`config.mk`:
```
export PLATFORM = sky130hd
export DESIGN_NAME = one_lane_bridge_light_arbiter_flat
export DESIGN_NICKNAME = d
export VERILOG_FILES = /design/src/rtl/core/olba_pkg.sv /design/src/rtl/core/olba_if.sv /design/src/rtl/core/olba_decide.sv /design/src/rtl/core/one_lane_bridge_light_arbiter.sv /design/src/flat_wrapper.sv
export SDC_FILE = /design/constraint.sdc
export NUM_CORES = 1
export LEC_CHECK = 0
export BUFFER_PORTS_ARGS = -buffer_cell sky130_fd_sc_hd__buf_4
export CORE_MARGIN = 2
export CORE_UTILIZATION = 51
export DETAILED_ROUTE_END_ITERATION = 10
export PLACE_DENSITY = 0.78
export SYNTH_ARGS = -nofsm -noshare
export SYNTH_HDL_FRONTEND = slang
export SYNTH_SLANG_ARGS = --single-unit
```
`constraint.sdc`:
```
create_clock -name i_clk -period 6.8 [get_ports i_clk]
set_clock_uncertainty 0.05 [all_clocks]
set_input_delay 0.68 -clock i_clk [delete_from_list [all_inputs] [get_ports i_clk]]
set_output_delay 0.68 -clock i_clk [all_outputs]
set_load 0.02 [all_outputs]
```
`src/rtl/core/olba_pkg.sv`:
```
// ----------------------------------------------------------------------------
// olba_pkg
// Shared types and constants for the one-lane bridge light arbiter.
// ----------------------------------------------------------------------------
package olba_pkg;

    // Default width of every car count
    localparam int COUNT_BITS_DEF = 8;

    // Width and reset value of the max_cross register
    localparam int          MAX_CROSS_W   = 8;
    localparam logic [7:0]  MAX_CROSS_RST = 8'd5;

    // Item kinds
    localparam logic FUNC_SENSOR = 1'b0;
    localparam logic FUNC_EXIT   = 1'b1;

    // Exit direction codes
    localparam logic EXIT_SOUTH = 1'b0;
    localparam logic EXIT_NORTH = 1'b1;

    // Direction of the last green
    typedef enum logic [1:0] {
        DIR_NONE  = 2'd0,
        DIR_SOUTH = 2'd1,
        DIR_NORTH = 2'd2
    } t_dir;

    // Light codes
    typedef enum logic [1:0] {
        LIGHT_RED   = 2'd0,
        LIGHT_SOUTH = 2'd1,
        LIGHT_NORTH = 2'd2
    } t_light;

    // One input word
    typedef struct packed {
        logic func;
        logic south_arrive;
        logic south_enter;
        logic north_arrive;
        logic north_enter;
        logic exit_dir;
    } t_item;

    // Decision taken for one item
    typedef struct packed {
        logic   emit;     // issue a light code
        t_light code;     // code to issue
        logic   change;   // clear let_through and set last_green
        t_dir   dir;      // new last_green on a change
    } t_decision;

endpackage

```
`src/rtl/core/olba_if.sv`:
```
// ----------------------------------------------------------------------------
// olba_in_if / olba_out_if
// Valid/ready channels carrying event words and light-code words.
// ----------------------------------------------------------------------------
interface olba_in_if;
    logic valid;
    logic ready;
    logic func;
    logic south_arrive;
    logic south_enter;
    logic north_arrive;
    logic north_enter;
    logic exit_dir;

    modport source (
        output valid, func, south_arrive, south_enter, north_arrive, north_enter, exit_dir,
        input  ready
    );
    modport sink (
        input  valid, func, south_arrive, south_enter, north_arrive, north_enter, exit_dir,
        output ready
    );
endinterface

interface olba_out_if;
    logic       valid;
    logic       ready;
    logic [1:0] light_code;

    modport source (
        output valid, light_code,
        input  ready
    );
    modport sink (
        input  valid, light_code,
        output ready
    );
endinterface

```
`src/rtl/core/olba_decide.sv`:
```
// ----------------------------------------------------------------------------
// olba_decide
// Count update and light decision for one event word, purely combinational.
// ----------------------------------------------------------------------------
module olba_decide
    import olba_pkg::*;
#(
    parameter int COUNT_BITS = COUNT_BITS_DEF
) (
    input  t_item                   i_item,
    input  logic [MAX_CROSS_W-1:0]  i_max_cross,
    input  logic [COUNT_BITS-1:0]   i_south_waiting,
    input  logic [COUNT_BITS-1:0]   i_north_waiting,
    input  logic [COUNT_BITS-1:0]   i_south_on_bridge,
    input  logic [COUNT_BITS-1:0]   i_north_on_bridge,
    input  logic [COUNT_BITS-1:0]   i_let_through,
    input  t_dir                    i_last_green,
    input  t_light                  i_light_status,
    output logic [COUNT_BITS-1:0]   o_south_waiting,
    output logic [COUNT_BITS-1:0]   o_north_waiting,
    output logic [COUNT_BITS-1:0]   o_south_on_bridge,
    output logic [COUNT_BITS-1:0]   o_north_on_bridge,
    output logic [COUNT_BITS-1:0]   o_let_through,
    output t_decision               o_dec
);

    localparam int                    CMP_W   = (COUNT_BITS > MAX_CROSS_W) ?
                                                COUNT_BITS : MAX_CROSS_W;
    localparam logic [COUNT_BITS-1:0] CNT_MAX = {COUNT_BITS{1'b1}};

    function automatic logic [COUNT_BITS-1:0] inc_sat(input logic [COUNT_BITS-1:0] c);
        inc_sat = (c == CNT_MAX) ? c : c + 1'b1;
    endfunction

    function automatic logic [COUNT_BITS-1:0] dec_sat(input logic [COUNT_BITS-1:0] c);
        dec_sat = (c == '0) ? c : c - 1'b1;
    endfunction

    function automatic t_light light_of(input t_dir d);
        t_light l;
        unique case (d)
            DIR_SOUTH: l = LIGHT_SOUTH;
            DIR_NORTH: l = LIGHT_NORTH;
            default:   l = LIGHT_RED;
        endcase
        light_of = l;
    endfunction

    logic [COUNT_BITS-1:0] sw, nw, sob, nob, lt;
    logic                  idle;
    logic                  bridge_clear;
    logic                  over_limit;

    // Update counts: arrivals first, then entries; exits leave the bridge
    always_comb begin
        sw  = i_south_waiting;
        nw  = i_north_waiting;
        sob = i_south_on_bridge;
        nob = i_north_on_bridge;
        lt  = i_let_through;
        if (i_item.func == FUNC_SENSOR) begin
            if (i_item.south_arrive) sw = inc_sat(sw);
            if (i_item.north_arrive) nw = inc_sat(nw);
            if (i_item.south_enter) begin
                sw  = dec_sat(sw);
                lt  = inc_sat(lt);
                sob = inc_sat(sob);
            end
            if (i_item.north_enter) begin
                nw  = dec_sat(nw);
                lt  = inc_sat(lt);
                nob = inc_sat(nob);
            end
        end else if (i_item.exit_dir == EXIT_NORTH) begin
            nob = dec_sat(nob);
        end else begin
            sob = dec_sat(sob);
        end
    end

    assign o_south_waiting   = sw;
    assign o_north_waiting   = nw;
    assign o_south_on_bridge = sob;
    assign o_north_on_bridge = nob;
    assign o_let_through     = lt;

    assign bridge_clear = (sob == '0) && (nob == '0);
    assign idle         = bridge_clear && (sw == '0) && (nw == '0);
    assign over_limit   = CMP_W'(lt) > CMP_W'(i_max_cross);

    // Pick the light from the updated counts
    always_comb begin
        o_dec.emit   = 1'b0;
        o_dec.code   = LIGHT_RED;
        o_dec.change = 1'b0;
        o_dec.dir    = DIR_NONE;
        priority if (idle) begin
            o_dec.change = 1'b1;
            o_dec.dir    = DIR_NONE;
        end else if ((sw != '0) && (nw == '0)) begin
            if (nob != '0) begin
                o_dec.emit = 1'b1;
            end else if (i_last_green != DIR_SOUTH) begin
                o_dec.change = 1'b1;
                o_dec.dir    = DIR_SOUTH;
            end
        end else if ((nw != '0) && (sw == '0)) begin
            if (sob != '0) begin
                o_dec.emit = 1'b1;
            end else if (i_last_green != DIR_NORTH) begin
                o_dec.change = 1'b1;
                o_dec.dir    = DIR_NORTH;
            end
        end else if ((i_light_status == LIGHT_RED) && bridge_clear) begin
            if ((i_last_green == DIR_NORTH) || (i_last_green == DIR_NONE)) begin
                o_dec.change = 1'b1;
                o_dec.dir    = DIR_SOUTH;
            end else if (i_last_green == DIR_SOUTH) begin
                o_dec.change = 1'b1;
                o_dec.dir    = DIR_NORTH;
            end
        end else if (((i_light_status == LIGHT_NORTH) || (i_light_status == LIGHT_SOUTH))
                     && over_limit) begin
            o_dec.emit = 1'b1;
        end else begin
            // keep the lights as they are
            o_dec.emit = 1'b0;
        end
        // A change always issues the code of its direction
        if (o_dec.change) begin
            o_dec.emit = 1'b1;
            o_dec.code = light_of(o_dec.dir);
        end
    end

endmodule

```
`src/rtl/core/one_lane_bridge_light_arbiter.sv`:
```
// ----------------------------------------------------------------------------
// one_lane_bridge_light_arbiter
// Keeps queue and bridge counts for a one-lane bridge and issues light codes.
// ----------------------------------------------------------------------------
// Path: an accepted event word is held in the input register; its light code,
//   if any, moves into the output register when that register is free or draining.
// Throughput: one event word per cycle while the output is not stalled.
// Reset (synchronous, active low): all counts zero, last green none, lights
//   all red, max_cross 5, both stages empty; no words taken while in reset.
module one_lane_bridge_light_arbiter
    import olba_pkg::*;
#(
    parameter int COUNT_BITS = COUNT_BITS_DEF
) (
    input  logic                   i_clk,
    input  logic                   i_rst_n,
    input  logic                   i_cfg_we,
    input  logic [MAX_CROSS_W-1:0] i_cfg_wdata,
    olba_in_if.sink                i_in,
    olba_out_if.source             o_out
);

    logic [MAX_CROSS_W-1:0] r_max_cross;
    logic                   r_in_valid;
    t_item                  r_item;
    logic                   r_out_valid;
    t_light                 r_out_code;

    logic [COUNT_BITS-1:0]  r_south_waiting, r_north_waiting;
    logic [COUNT_BITS-1:0]  r_south_on_bridge, r_north_on_bridge;
    logic [COUNT_BITS-1:0]  r_let_through;
    t_dir                   r_last_green;
    t_light                 r_light_status;

    logic [COUNT_BITS-1:0]  n_south_waiting, n_north_waiting;
    logic [COUNT_BITS-1:0]  n_south_on_bridge, n_north_on_bridge;
    logic [COUNT_BITS-1:0]  n_let_through;
    t_decision              n_dec;

    logic                   fire;
    logic                   in_accept;

    // Advance the held word when the output slot is free or draining
    assign fire       = r_in_valid && (!r_out_valid || o_out.ready);
    assign i_in.ready = i_rst_n && (!r_in_valid || fire);
    assign in_accept  = i_in.valid && i_in.ready;

    // Configuration register
    always_ff @(posedge i_clk) begin
        if (!i_rst_n) begin
            r_max_cross <= MAX_CROSS_RST;
        end else if (i_cfg_we) begin
            r_max_cross <= i_cfg_wdata;
        end
    end

    // Input register
    always_ff @(posedge i_clk) begin
        if (!i_rst_n) begin
            r_in_valid <= 1'b0;
        end else if (in_accept) begin
            r_in_valid <= 1'b1;
        end else if (fire) begin
            r_in_valid <= 1'b0;
        end
    end

    always_ff @(posedge i_clk) begin
        if (in_accept) begin
            r_item.func         <= i_in.func;
            r_item.south_arrive <= i_in.south_arrive;
            r_item.south_enter  <= i_in.south_enter;
            r_item.north_arrive <= i_in.north_arrive;
            r_item.north_enter  <= i_in.north_enter;
            r_item.exit_dir     <= i_in.exit_dir;
        end
    end

    olba_decide #(
        .COUNT_BITS (COUNT_BITS)
    ) u_decide (
        .i_item            (r_item),
        .i_max_cross       (r_max_cross),
        .i_south_waiting   (r_south_waiting),
        .i_north_waiting   (r_north_waiting),
        .i_south_on_bridge (r_south_on_bridge),
        .i_north_on_bridge (r_north_on_bridge),
        .i_let_through     (r_let_through),
        .i_last_green      (r_last_green),
        .i_light_status    (r_light_status),
        .o_south_waiting   (n_south_waiting),
        .o_north_waiting   (n_north_waiting),
        .o_south_on_bridge (n_south_on_bridge),
        .o_north_on_bridge (n_north_on_bridge),
        .o_let_through     (n_let_through),
        .o_dec             (n_dec)
    );

    // Commit counts and light state for the word in flight
    always_ff @(posedge i_clk) begin
        if (!i_rst_n) begin
            r_south_waiting   <= '0;
            r_north_waiting   <= '0;
            r_south_on_bridge <= '0;
            r_north_on_bridge <= '0;
            r_let_through     <= '0;
            r_last_green      <= DIR_NONE;
            r_light_status    <= LIGHT_RED;
        end else if (fire) begin
            r_south_waiting   <= n_south_waiting;
            r_north_waiting   <= n_north_waiting;
            r_south_on_bridge <= n_south_on_bridge;
            r_north_on_bridge <= n_north_on_bridge;
            r_let_through     <= n_dec.change ? '0 : n_let_through;
            if (n_dec.change) begin
                r_last_green <= n_dec.dir;
            end
            if (n_dec.emit) begin
                r_light_status <= n_dec.code;
            end
        end
    end

    // Output register: hold until taken
    always_ff @(posedge i_clk) begin
        if (!i_rst_n) begin
            r_out_valid <= 1'b0;
        end else if (fire) begin
            r_out_valid <= n_dec.emit;
        end else if (o_out.ready) begin
            r_out_valid <= 1'b0;
        end
    end

    always_ff @(posedge i_clk) begin
        if (fire && n_dec.emit) begin
            r_out_code <= n_dec.code;
        end
    end

    assign o_out.valid      = r_out_valid;
    assign o_out.light_code = r_out_code;

endmodule

```
`src/flat_wrapper.sv`:
```
// flat-port wrapper written by rule: the top's interface ports become plain ports
module one_lane_bridge_light_arbiter_flat import olba_pkg::*;
#(
    parameter int COUNT_BITS = COUNT_BITS_DEF
)
  (i_clk, i_rst_n, i_cfg_we, i_cfg_wdata, i_in_valid, i_in_func, i_in_south_arrive, i_in_south_enter, i_in_north_arrive, i_in_north_enter, i_in_exit_dir, i_in_ready, o_out_valid, o_out_light_code, o_out_ready);
  olba_in_if i_in_i ();
  olba_out_if o_out_i ();
  input  logic i_clk;
  input  logic i_rst_n;
  input  logic i_cfg_we;
  input  logic [MAX_CROSS_W-1:0] i_cfg_wdata;
  input wire logic [$bits(i_in_i.valid)-1:0] i_in_valid;
  input wire logic [$bits(i_in_i.func)-1:0] i_in_func;
  input wire logic [$bits(i_in_i.south_arrive)-1:0] i_in_south_arrive;
  input wire logic [$bits(i_in_i.south_enter)-1:0] i_in_south_enter;
  input wire logic [$bits(i_in_i.north_arrive)-1:0] i_in_north_arrive;
  input wire logic [$bits(i_in_i.north_enter)-1:0] i_in_north_enter;
  input wire logic [$bits(i_in_i.exit_dir)-1:0] i_in_exit_dir;
  output wire logic [$bits(i_in_i.ready)-1:0] i_in_ready;
  output wire logic [$bits(o_out_i.valid)-1:0] o_out_valid;
  output wire logic [$bits(o_out_i.light_code)-1:0] o_out_light_code;
  input wire logic [$bits(o_out_i.ready)-1:0] o_out_ready;
  assign i_in_i.valid = i_in_valid;
  assign i_in_i.func = i_in_func;
  assign i_in_i.south_arrive = i_in_south_arrive;
  assign i_in_i.south_enter = i_in_south_enter;
  assign i_in_i.north_arrive = i_in_north_arrive;
  assign i_in_i.north_enter = i_in_north_enter;
  assign i_in_i.exit_dir = i_in_exit_dir;
  assign i_in_ready = i_in_i.ready;
  assign o_out_valid = o_out_i.valid;
  assign o_out_light_code = o_out_i.light_code;
  assign o_out_i.ready = o_out_ready;
  one_lane_bridge_light_arbiter #(.COUNT_BITS(COUNT_BITS)) u_core (.i_clk(i_clk), .i_rst_n(i_rst_n), .i_cfg_we(i_cfg_we), .i_cfg_wdata(i_cfg_wdata), .i_in(i_in_i), .o_out(o_out_i));
endmodule
```
==> key figures <==
Final layout
  – Final nets: roughly 750
  – Fill count: 945
  – Register Area: approximately 1300 sq um
  – Fin area: ~5800 sq um
  – Area occupied by multi-input gates: roughly 3800 sq um
  – Share of cells above drive strength 1: 9.24%
  – Ant diodes: 0
  – Layout area overhead: 6.50%

Worst setup path
  – Crit-path max FO: 8
  – CP startpoint kind: flop
  – Worst path arrival time: about 5.5 ns
  – Critical Path RT: between 6 and 7 ns
  – WS Path Type: reg -> reg
  – Worst path slowest cell: a31oi_1
  – Critical-path cell list: ha_1, nand2_1, nor3_1, nand2b_1, o21ai_0, ha_1, and2_1, and3_1, a31oi_1, and3_1, o21ai_0, a21oi_1, xor2_1, ha_1, a21o_1, a21o_1, a21oi_1, o21ai_0, o211a_1, o31ai_1, nor2_1, a2111oi_2, nor2_1
  – Crit path largest cell delay: between 0.5 and 0.6 ns
  – CP endpoint kind: flop

Clock tree
  – TritonCTS Buffers: 9
  – CTS Hold Bufs: 0
  – CTS root buf: clkbuf_8
  – CTS tree: built
  – Resize count post-CTS: 0
  – Reg clk slew, reported paths: 0.07 ns
  – Post-CTS Setup Inserts: 0
  – Skew-Pair Late Insertion Delay: about 0.34 ns
  – H-tree depth: 3
  – Clk buf depth: 2
  – Sink Count: between 60 and 70

Synth
  – Synth Flop Type: dfxtp_1
  – FFs w/ async S/R, synth: 0%
  – Seq cells post-synth: 62
  – Mapped cell area: 5430 sq um
  – Post-synthesis sequential area ratio: between 20 and 25%
  – Avg Cell Area, Syn: 7.52 sq um
  – Cell count after synthesis: approximately 720
  – Cell variety after synth: 82
  – Net Count, Synth: between 700 and 800
  – EDFF count, synth: 8
  – Yosys warns: 0

Global routing
  – Pin count of the biggest net entering global routing: between 40 and 50
  – First-pass GRT wire length: 24100 microns
  – Total grt overflow: 0
  – GR Util All Layers: between 20% and 30%
  – Vias in the first global route: approximately 5100
  – Initial antenna violation count: 0

Min path
  – Worst min path class: reg -> reg

Floorplanning
  – Starting Density: ~53%
  – # IOs: 23
  – Die footprint: between 10000 and 15000 sq um
  – Die width: roughly 110 microns
  – Row cnt: 37
  – Die Ht: 107 microns
  – Core Area: around 10000 sq um

Placement
  – Gp weighted congestion: around 1.1
  – Port buffer count: 22
  – Final HPWL DP: about 10000 microns
  – Placed instance area: ~5600 sq um

Detailed routing
  – DRT Pass-1 Iters: 5
  – Via count: 5524
  – Total Wirelength: around 14000 microns
  – Routed len/inst: around 17 microns
  – Drt drc: 0
  – Iteration-0 DRC Markers: between 400 and 500
  – Post-route ant nets: 0
  – DR vias/cell: 6.50

Timing
  – Setup_tns: 0 ns
  – Measured slew at the worst slew-check pin: about 0.83 ns
  – Fin crit period: between 5 and 6 ns
  – Achievable Freq: about 0.18 GHz
  – Pins Over Slew Limit: 0
  – Slew Limit Headroom: 44.0%
  – RSZ-0062 raised after global routing: false
  – Final period utilization: slightly above 80%
  – # setup viols final: 0
  – Fin. Hold Viols: 0

Power and ir drop
  – Leakage power: 0.00213 uW
  – Pwr Density: about 170 nW/um^2
  – VDD IR max: 0.124 mV

Outcome
  – Status: completed

Flow run
  – Total of max-cap violations: 0
[power breakdown]
group | internal, uW | switching [uW] | total (uW)
logic | 91.8 | 138 | 230
clock network | 175 | 148 | 323
registers | 386 | 25.6 | 412
total | 653 | 312 | 964
[critical path, delay by kind of cell (launching register included)]
kind / cells / cell delay, ns
adder cells (fa/ha/maj): 3 / 0.73
AO/OA/AOI/OAI: 11 / 2.34
flip-flops: 1 / 0.48
XOR/XNOR: 1 / 0.12
AND/OR/NAND/NOR: 8 / 1.49
[layout by cell type, fill, tap and decap left out, types with 7 or more instances in the layout]
| master | synthesis | routed |
|---|---|---|
| and4_1 | 7 | 7 |
| a31oi_1 | 12 | 12 |
| a22o_1 | 9 | 9 |
| xor2_1 | 11 | 11 |
| nor2_1 | 69 | 69 |
| nand2_1 | 64 | 64 |
| and3_1 | 11 | 11 |
| o21a_1 | 7 | 7 |
| nand4_1 | 19 | 19 |
| xnor2_1 | 12 | 12 |
| buf_4 | 0 | 26 |
| ha_1 | 23 | 23 |
| or3_1 | 11 | 11 |
| and2_1 | 11 | 11 |
| clkbuf_8 | 0 | 11 |
| nor4_1 | 7 | 7 |
| mux2i_1 | 18 | 18 |
| inv_1 | 27 | 27 |
| o21ai_0 | 36 | 36 |
| nand3_1 | 29 | 29 |
| a211oi_1 | 10 | 10 |
| dfxtp_1 | 54 | 54 |
| nor3_1 | 25 | 25 |
| nor2b_1 | 13 | 13 |
| a21oi_1 | 51 | 51 |
| edfxtp_1 | 8 | 8 |
| o31ai_1 | 9 | 9 |
[sequential cells by signal (all words and copies together), names as in the netlist]
signal,cells
u_core.r_in_valid,1
u_core.r_last_green,2
u_core.o_out.valid,1
u_core.r_south_on_bridge,8
u_core.r_max_cross,8
u_core.r_north_waiting,8
u_core.r_south_waiting,8
u_core.r_let_through,8
u_core.r_north_on_bridge,8
u_core.r_item,6
u_core.o_out.light_code,2
u_core.r_light_status,2
[final cells by class]
cell class                 instances  area share, %
inverter                          29           1.88
clock inverter                     2          0.195
sequential                        62           22.9
multi-input combinational        581           65.6
tap                              136           2.94
timing repair buffer              26           3.38
clock buffer                      14           3.18
[kinds of logic after synthesis]
family | count (synthesis) | synth area share, %
DFF | 62 | 24.3
muxes | 21 | 4.01
and+or+nand+nor | 298 | 28.3
adders and majority gates | 23 | 5.30
AOI/OAI and AO/OA | 215 | 28.1
xor gates and xnor gates | 24 | 4.15
buffers and inverters | 79 | 5.83
[worst paths after layout]
kind                                               from                          to  slack [ns]  cells past startpoint
worst max-delay path            u_core.r_let_through[0]  u_core.o_out.light_code[0]        1.32                     23
worst min-delay path              u_core.r_max_cross[4]       u_core.r_max_cross[4]        0.44                      2
worst max register to register  u_core.r_let_through[0]  u_core.o_out.light_code[0]        1.32                     23
worst min register to register    u_core.r_max_cross[4]       u_core.r_max_cross[4]        0.44                      2
[metal layers]
| metal | global-route usage [%] | part of all wire (%) |
|---|---|---|
| met1 | 33.7 | 45 |
| met2 | 41.9 | 47 |
| met3 | 3.53 | 5.6 |
| met4 | 9.37 | 2.0 |
| met5 | 0 | 0 |
[metrics by stage]
step                std cells  total power (uW)  util [%]  hold WS (ns)  setup WS, ns
floorplan                 722               587         -         0.399          1.93
global placement          834               636      54.1         0.416          1.59
detailed placement        834               644      54.1         0.432          1.39
CTS                       850               965      56.0         0.450          1.37
global route              850              1010      56.0         0.452         0.774
finish                    850               964      56.0         0.444          1.32
[cells in the mapped netlist, drive strengths merged (12+ instances only)]
cell / number / area, sq um
nand4: 19 / 119
clkbuf: 32 / 120
inv: 28 / 105
ha: 23 / 288
nor3: 25 / 125
mux2i: 18 / 180
a31oi: 12 / 75.1
o21ai: 39 / 203
nor2: 70 / 265
nand2: 64 / 240
xnor2: 12 / 105
a21oi: 51 / 255
nor2b: 13 / 81.3
buf: 18 / 87.6
dfxtp: 54 / 1080
nand3: 29 / 145
Power figures use the tool's default switching activity.
